## config.mk

```make
export PLATFORM = sky130hd
export DESIGN_NAME = integer_to_ascii_digits_core
export DESIGN_NICKNAME = d
export VERILOG_FILES = /design/src/design/itoa_pkg.sv /design/src/design/integer_to_ascii_digits_core.sv
export SDC_FILE = /design/constraint.sdc
export NUM_CORES = 1
export LEC_CHECK = 0
export BUFFER_PORTS_ARGS = -buffer_cell sky130_fd_sc_hd__buf_2
export CAP_MARGIN = 20
export CORE_MARGIN = 2
export CORE_UTILIZATION = 54
export DETAILED_ROUTE_END_ITERATION = 10
export PLACE_DENSITY_LB_ADDON = 0.12
export SYNTH_ARGS = -nofsm -noshare
export SYNTH_HDL_FRONTEND = slang
export SYNTH_SLANG_ARGS = --single-unit
```

## constraint.sdc

```tcl
create_clock -name clk -period 3.6 [get_ports clk]
set_input_delay 0.72 -clock clk [delete_from_list [all_inputs] [get_ports clk]]
set_output_delay 0.72 -clock clk [all_outputs]
set_load 0.01 [all_outputs]
```

## src/design/itoa_pkg.sv

```systemverilog
// Package for the integer to ASCII converter: kind codes, character codes,
// controller state type and the digit glyph lookup. No dependencies.
package itoa_pkg;

  localparam logic [1:0] KIND_SDEC = 2'd0;
  localparam logic [1:0] KIND_UDEC = 2'd1;
  localparam logic [1:0] KIND_HEX  = 2'd2;
  localparam logic [1:0] KIND_NONE = 2'd3;

  localparam int DEC_BITS   = 32;
  localparam int DEC_DIGITS = 10;
  localparam int BCD_W      = DEC_DIGITS * 4;
  localparam int BITCNT_W   = $clog2(DEC_BITS);
  localparam int HEX_FULL   = 16;

  localparam logic [7:0] CHAR_ZERO  = 8'h30;
  localparam logic [7:0] CHAR_LOWA  = 8'h61;
  localparam logic [7:0] CHAR_MINUS = 8'h2d;

  typedef enum logic [2:0] {
    ST_IDLE,
    ST_CONV,
    ST_STRIP,
    ST_SIGN,
    ST_EMIT
  } state_t;

  function automatic logic [7:0] glyph(input logic [3:0] d);
    logic [7:0] g;
    if (d < 4'd10) begin
      g = CHAR_ZERO + {4'd0, d};
    end else begin
      g = CHAR_LOWA + {4'd0, d - 4'd10};
    end
    return g;
  endfunction

endpackage

```

## src/design/integer_to_ascii_digits_core.sv

```systemverilog
// Integer to ASCII converter: bit-serial binary to BCD, leading zero strip and one
// character per unstalled cycle out of a digit shift register. Uses itoa_pkg.
//
//  channel | ports                               | direction
//  input   | in_valid in_ready in_kind in_value  | into the block
//  result  | out_valid out_ready out_character   | out of the block
//          | out_last                            |
//
// Decimal kinds load the operand, run shift-and-add-3 (one operand bit per
// cycle), strip leading zeros one per cycle, put out a minus sign if needed,
// then one character per cycle while out_ready allows. Hex skips the
// conversion.
// The output register holds a character while out_ready is low; the last
// character waits there while the next item is already being converted.
// Reset (rst_n low, synchronous) returns the controller to idle and empties
// the output register. Unused kind codes are accepted and dropped.
module integer_to_ascii_digits_core #(
  parameter int MAX_DIGITS = 16
) (
  input  logic        clk,
  input  logic        rst_n,
  input  logic        in_valid,
  output logic        in_ready,
  input  logic [1:0]  in_kind,
  input  logic [63:0] in_value,
  output logic        out_valid,
  input  logic        out_ready,
  output logic [7:0]  out_character,
  output logic        out_last
);

  localparam int BUF_W      = MAX_DIGITS * 4;
  localparam int CNT_W      = $clog2(MAX_DIGITS + 1);
  localparam int HEX_DIGITS = (MAX_DIGITS < itoa_pkg::HEX_FULL) ? MAX_DIGITS
                                                                 : itoa_pkg::HEX_FULL;
  localparam int HEX_W      = HEX_DIGITS * 4;

  itoa_pkg::state_t state_r, state_nxt;

  logic [itoa_pkg::DEC_BITS-1:0] sreg_r, sreg_nxt;
  logic [itoa_pkg::BCD_W-1:0]    bcd_r, bcd_nxt;
  logic [itoa_pkg::BITCNT_W-1:0] bit_cnt_r, bit_cnt_nxt;
  logic [BUF_W-1:0]              buf_r, buf_nxt;
  logic [CNT_W-1:0]              cnt_r, cnt_nxt;
  logic                          neg_r, neg_nxt;
  logic                          out_valid_r, out_valid_nxt;
  logic [7:0]                    out_char_r, out_char_nxt;
  logic                          out_last_r, out_last_nxt;

  logic [itoa_pkg::BCD_W-1:0]    bcd_adj;
  logic [3:0]                    top_digit;
  logic                          slot_free;

  assign in_ready      = (state_r == itoa_pkg::ST_IDLE);
  assign out_valid     = out_valid_r;
  assign out_character = out_char_r;
  assign out_last      = out_last_r;

  assign top_digit = buf_r[BUF_W-1 -: 4];
  assign slot_free = !out_valid_r || out_ready;

  // add 3 to every BCD digit of five or more before the shift
  always_comb begin
    for (int i = 0; i < itoa_pkg::DEC_DIGITS; i++) begin
      if (bcd_r[i*4 +: 4] >= 4'd5) begin
        bcd_adj[i*4 +: 4] = bcd_r[i*4 +: 4] + 4'd3;
      end else begin
        bcd_adj[i*4 +: 4] = bcd_r[i*4 +: 4];
      end
    end
  end

  always_ff @(posedge clk) begin
    if (!rst_n) begin
      state_r     <= itoa_pkg::ST_IDLE;
      out_valid_r <= 1'b0;
      neg_r       <= 1'b0;
      cnt_r       <= '0;
      bit_cnt_r   <= '0;
    end else begin
      state_r     <= state_nxt;
      out_valid_r <= out_valid_nxt;
      neg_r       <= neg_nxt;
      cnt_r       <= cnt_nxt;
      bit_cnt_r   <= bit_cnt_nxt;
    end
  end

  always_ff @(posedge clk) begin
    sreg_r     <= sreg_nxt;
    bcd_r      <= bcd_nxt;
    buf_r      <= buf_nxt;
    out_char_r <= out_char_nxt;
    out_last_r <= out_last_nxt;
  end

  always_comb begin
    state_nxt     = state_r;
    sreg_nxt      = sreg_r;
    bcd_nxt       = bcd_r;
    bit_cnt_nxt   = bit_cnt_r;
    buf_nxt       = buf_r;
    cnt_nxt       = cnt_r;
    neg_nxt       = neg_r;
    out_valid_nxt = out_valid_r && !out_ready;
    out_char_nxt  = out_char_r;
    out_last_nxt  = out_last_r;

    unique case (state_r)
      itoa_pkg::ST_IDLE: begin
        if (in_valid) begin
          bcd_nxt     = '0;
          bit_cnt_nxt = '0;
          neg_nxt     = 1'b0;
          unique case (in_kind)
            itoa_pkg::KIND_SDEC: begin
              if (in_value[31]) begin
                neg_nxt  = 1'b1;
                sreg_nxt = 32'd0 - in_value[31:0];
              end else begin
                sreg_nxt = in_value[31:0];
              end
              state_nxt = itoa_pkg::ST_CONV;
            end
            itoa_pkg::KIND_UDEC: begin
              sreg_nxt  = in_value[31:0];
              state_nxt = itoa_pkg::ST_CONV;
            end
            itoa_pkg::KIND_HEX: begin
              buf_nxt   = BUF_W'(in_value[HEX_W-1:0]) << ((MAX_DIGITS - HEX_DIGITS) * 4);
              cnt_nxt   = CNT_W'(HEX_DIGITS);
              // keep every held digit when higher digits overflow the buffer
              if ((in_value >> HEX_W) != 64'd0) begin
                state_nxt = itoa_pkg::ST_EMIT;
              end else begin
                state_nxt = itoa_pkg::ST_STRIP;
              end
            end
            default: begin
              // unused kind: drop the item
              state_nxt = itoa_pkg::ST_IDLE;
            end
          endcase
        end
      end

      itoa_pkg::ST_CONV: begin
        bcd_nxt     = {bcd_adj[itoa_pkg::BCD_W-2:0], sreg_r[itoa_pkg::DEC_BITS-1]};
        sreg_nxt    = {sreg_r[itoa_pkg::DEC_BITS-2:0], 1'b0};
        bit_cnt_nxt = bit_cnt_r + 1'b1;
        if (bit_cnt_r == itoa_pkg::BITCNT_W'(itoa_pkg::DEC_BITS - 1)) begin
          buf_nxt   = BUF_W'({bcd_adj[itoa_pkg::BCD_W-2:0], sreg_r[itoa_pkg::DEC_BITS-1]})
                      << ((MAX_DIGITS - itoa_pkg::DEC_DIGITS) * 4);
          cnt_nxt   = CNT_W'(itoa_pkg::DEC_DIGITS);
          state_nxt = itoa_pkg::ST_STRIP;
        end
      end

      itoa_pkg::ST_STRIP: begin
        // drop leading zeros, keep at least one digit
        if (cnt_r > CNT_W'(1) && top_digit == 4'd0) begin
          buf_nxt = buf_r << 4;
          cnt_nxt = cnt_r - 1'b1;
        end else if (neg_r) begin
          state_nxt = itoa_pkg::ST_SIGN;
        end else begin
          state_nxt = itoa_pkg::ST_EMIT;
        end
      end

      itoa_pkg::ST_SIGN: begin
        if (slot_free) begin
          out_valid_nxt = 1'b1;
          out_char_nxt  = itoa_pkg::CHAR_MINUS;
          out_last_nxt  = 1'b0;
          state_nxt     = itoa_pkg::ST_EMIT;
        end
      end

      itoa_pkg::ST_EMIT: begin
        if (slot_free) begin
          out_valid_nxt = 1'b1;
          out_char_nxt  = itoa_pkg::glyph(top_digit);
          out_last_nxt  = (cnt_r == CNT_W'(1));
          buf_nxt       = buf_r << 4;
          cnt_nxt       = cnt_r - 1'b1;
          if (cnt_r == CNT_W'(1)) begin
            state_nxt = itoa_pkg::ST_IDLE;
          end
        end
      end

      default: begin
        state_nxt = itoa_pkg::ST_IDLE;
      end
    endcase
  end

endmodule
```

==> impl_metrics.toml <==
[clock_network]
clkSinkCount = 158
path_clk_slew_ns = 0.06
postCtsSetupBuffers = 0
cts-root-buf = "sky130_fd_sc_hd__clkbuf_16"
htree_num_levels = 4
cts_resized = 0
cts_tree = "built"
clock_tree.buffer_depth = 2
hold_buffers = 0
total_clock_buffers_created_by_cts = 17
clk-insertion-delay-late_ns = 0.42

[pwr]
p_leak_uw = 0.00373
ir_worst_vdd_v = 0.000461
cellPowerDensity_nw_per_um2 = 827

[synthesis]
synth_area_um2 = 8500
synth_area_per_inst_um2 = 10.2
synth_cell_type_count = 57
ys_warn_count = 0
async_flop_share = 0
synthDominantCellAreaShare = 0.505
synth_top_flop_cell = "sky130_fd_sc_hd__edfxtp_1"
yosys.area.top_type = "sky130_fd_sc_hd__edfxtp_1"
synth_enable_flop_cells = 143
post_synth_most_frequent_cells = "143 x sky130_fd_sc_hd__edfxtp_1, 121 x sky130_fd_sc_hd__nand2_1, 65 x sky130_fd_sc_hd__nor2_1, 56 x sky130_fd_sc_hd__o21ai_0, 49 x sky130_fd_sc_hd__a21oi_1"
yosys.cell_count.top_type = "sky130_fd_sc_hd__edfxtp_1"
synth_seq_cells = 158
postSynthNetCount = 930
ys_top_cells_by_area = "sky130_fd_sc_hd__edfxtp_1 51%, sky130_fd_sc_hd__nand2_1 5.3%, sky130_fd_sc_hd__ha_1 4.1%"
seq_area_frac_synth = 0.541
instance_count_of_the_mapped_netlist = 832

[placement]
dp_hpwl_mm = 12.4
place_inst = 1085
routabilityCongestion = 0.879
post_dp_cell_area_um2 = 9060
place.port_buffers = 78

[timing]
finalSetupViolCount = 0
top_achievable_clock_speed_ghz = 0.400
timing.final.max_slew_violations = 0
timing_hold_violations_final = 0
period_minus_slack_ns = 2.50
final.period_utilization = 0.694
rsz_0062_raised_after_global_routing = "false"
timing.clock.skew_ns = 0.0114
timing.max_slew.rel_slack = 0.445
setup_tns_ns = 0
worst_margin_slew_ns = 0.833

[detailed_routing]
drtPass1Iterations = 7
drcViolationCount = 0
routedWlPerCell_um = 16.5
route.detailed.vias_per_inst = 5.74
vias = 6411
totalWireLength_mm = 18.4
initialDrtViolationCount = 461
antenna_violating_nets_post_route = 0

[critical_path]
startpoint_types = "register"
endpoint_kind = "register"
worst_r2r_startpoint = "buf_r[61]"
reg2reg_depth = 8
required_arrival_time_at_the_worst_endpoint_ns = 3.67
regToRegEndpoint = "buf_r[12]"
path_max_fanout = 35
setup.worst_path.end = "buf_r[12]"
crit_path_start = "buf_r[61]"
regToRegSetupSlack_ns = 1.10
worstPathArrival_ns = 2.57
timing.setup.critical_path_class = "reg2reg"

[hold_path]
timing.hold.worst.class = "reg2reg"

[outcome]
status = "complete, no violations"

[layout]
nNetsFinal = 991
instances_no_fill = 1117
final.fill_count = 1264
multi_input_comb_area_um2 = 3570
diode_insertion_count_for_antenna_repair = 0
sequential_cell_area_um2 = 4590
finish.instance_area_um2 = 9710
syn_to_final_growth_pct = 14.2
final_layout_size_suffix_gt1_frac = 0.149

[floorplanning]
floorplan.io_pins = 81
fp.dieW_um = 129
starting_density_of_the_core = 0.555
std_cell_rows = 45
die_height_um = 129
fp.coreArea_um2 = 15300
die-area_um2 = 16800

[grt]
grtUsageTotal = 0.230
global_route_wire_length_before_repair_mm = 30.5
antenna_found_initial = 0
first_global_vias = 6445
largest_net_degree_at_the_start_of_global_routing = 85
global_route.overflow_total = 0

[flow_run]
max_cap_violation_count = 0
==> cells in the final DEF, fill, tap and decap left out, types with 23 or more instances in the layout <==
| cell type | synthesis | final |
|---|---|---|
| sky130_fd_sc_hd__inv_1 | 38 | 37 |
| sky130_fd_sc_hd__xnor2_1 | 32 | 32 |
| sky130_fd_sc_hd__ha_1 | 28 | 28 |
| sky130_fd_sc_hd__nand2_1 | 121 | 121 |
| sky130_fd_sc_hd__a21oi_1 | 49 | 48 |
| sky130_fd_sc_hd__edfxtp_1 | 143 | 143 |
| sky130_fd_sc_hd__a31oi_1 | 26 | 26 |
| sky130_fd_sc_hd__nor2_1 | 65 | 65 |
| sky130_fd_sc_hd__and3_1 | 23 | 23 |
| sky130_fd_sc_hd__buf_2 | 11 | 78 |
| sky130_fd_sc_hd__o21ai_0 | 56 | 56 |
==> routing by layer <==
layer,vias to the layer above,GRT usage,part of all wire
met5,-,0,0
met4,0,0.0835,0.020
met3,35,0.0421,0.042
met2,169,0.394,0.51
met1,3081,0.293,0.43
li1,3126,-,-
==> report_power, final <==
| part | switching (uW) | internal (uW) |
|---|---|---|
| Sequential | 336 | 3020 |
| Clock | 735 | 1230 |
| Combinational | 1740 | 974 |
| Total | 2810 | 5220 |
==> cell families (layout without fill, tap and decap cells) <==
kind of cell | after synthesis | after routing | share of synthesized area
simple gates | 296 | 296 | 0.166
buf+inv | 86 | 160 | 0.0414
xor+xnor | 49 | 49 | 0.0505
mux | 6 | 6 | 0.00707
compound gates | 207 | 207 | 0.152
fa+ha+maj | 28 | 28 | 0.0412
other cells | 2 | 2 | 0.000884
flops | 158 | 158 | 0.541
==> layout make-up <==
type,count,area share
inverter,38,0.0147
multi-input combinational,588,0.368
clock inverter,15,0.0224
tap,211,0.0272
timing repair buffer,90,0.0508
sequential,158,0.473
clock buffer,17,0.0438
==> critical path, stage by stage, from the launching register on <==
cell and delay [ns]:
sky130_fd_sc_hd__edfxtp_1 0.43, sky130_fd_sc_hd__inv_1 0.15, sky130_fd_sc_hd__ha_1 0.17, sky130_fd_sc_hd__nor3b_1 0.35, sky130_fd_sc_hd__a21boi_0 0.23, sky130_fd_sc_hd__o221ai_1 0.14, sky130_fd_sc_hd__buf_4 0.19, sky130_fd_sc_hd__inv_2 0.07
sky130_fd_sc_hd__buf_4 0.39
==> state kept, by name, indices dropped and copies added (netlist names) <==
name and count:
bcd_r 40, neg_r 1, out_valid 1, out_character 6, out_last 1, buf_r 64, state_r 3, sreg_r 32
bit_cnt_r 5, cnt_r 5
==> stage by stage <==
step / hold WS [ns] / util / worst slack [ns] / total power [uW]
6_report: 0.479 / 0.634 / 1.10 / 8030
5_1_grt: 0.501 / 0.634 / 0.919 / 8530
4_1_cts: 0.466 / 0.634 / 1.10 / 8050
3_5_place_dp: 0.454 / 0.592 / 0.753 / 6070
3_3_place_gp: 0.447 / 0.592 / 0.832 / 5930
2_1_floorplan: 0.424 / - / 0.117 / 5330
==> how the worst min path moves through the flow <==
stage / start / end / slack, ns / cells after the start
3_5_place_dp: bit_cnt_r[3] / bit_cnt_r[3] / 0.45 / 1
6_report: cnt_r[4] / cnt_r[4] / 0.48 / 2
2_1_floorplan: bit_cnt_r[3] / bit_cnt_r[3] / 0.42 / 1
5_1_grt: cnt_r[4] / cnt_r[4] / 0.50 / 2
4_1_cts: bit_cnt_r[3] / bit_cnt_r[3] / 0.47 / 1
3_3_place_gp: bit_cnt_r[3] / bit_cnt_r[3] / 0.45 / 1
Power figures use the tool's default switching activity.
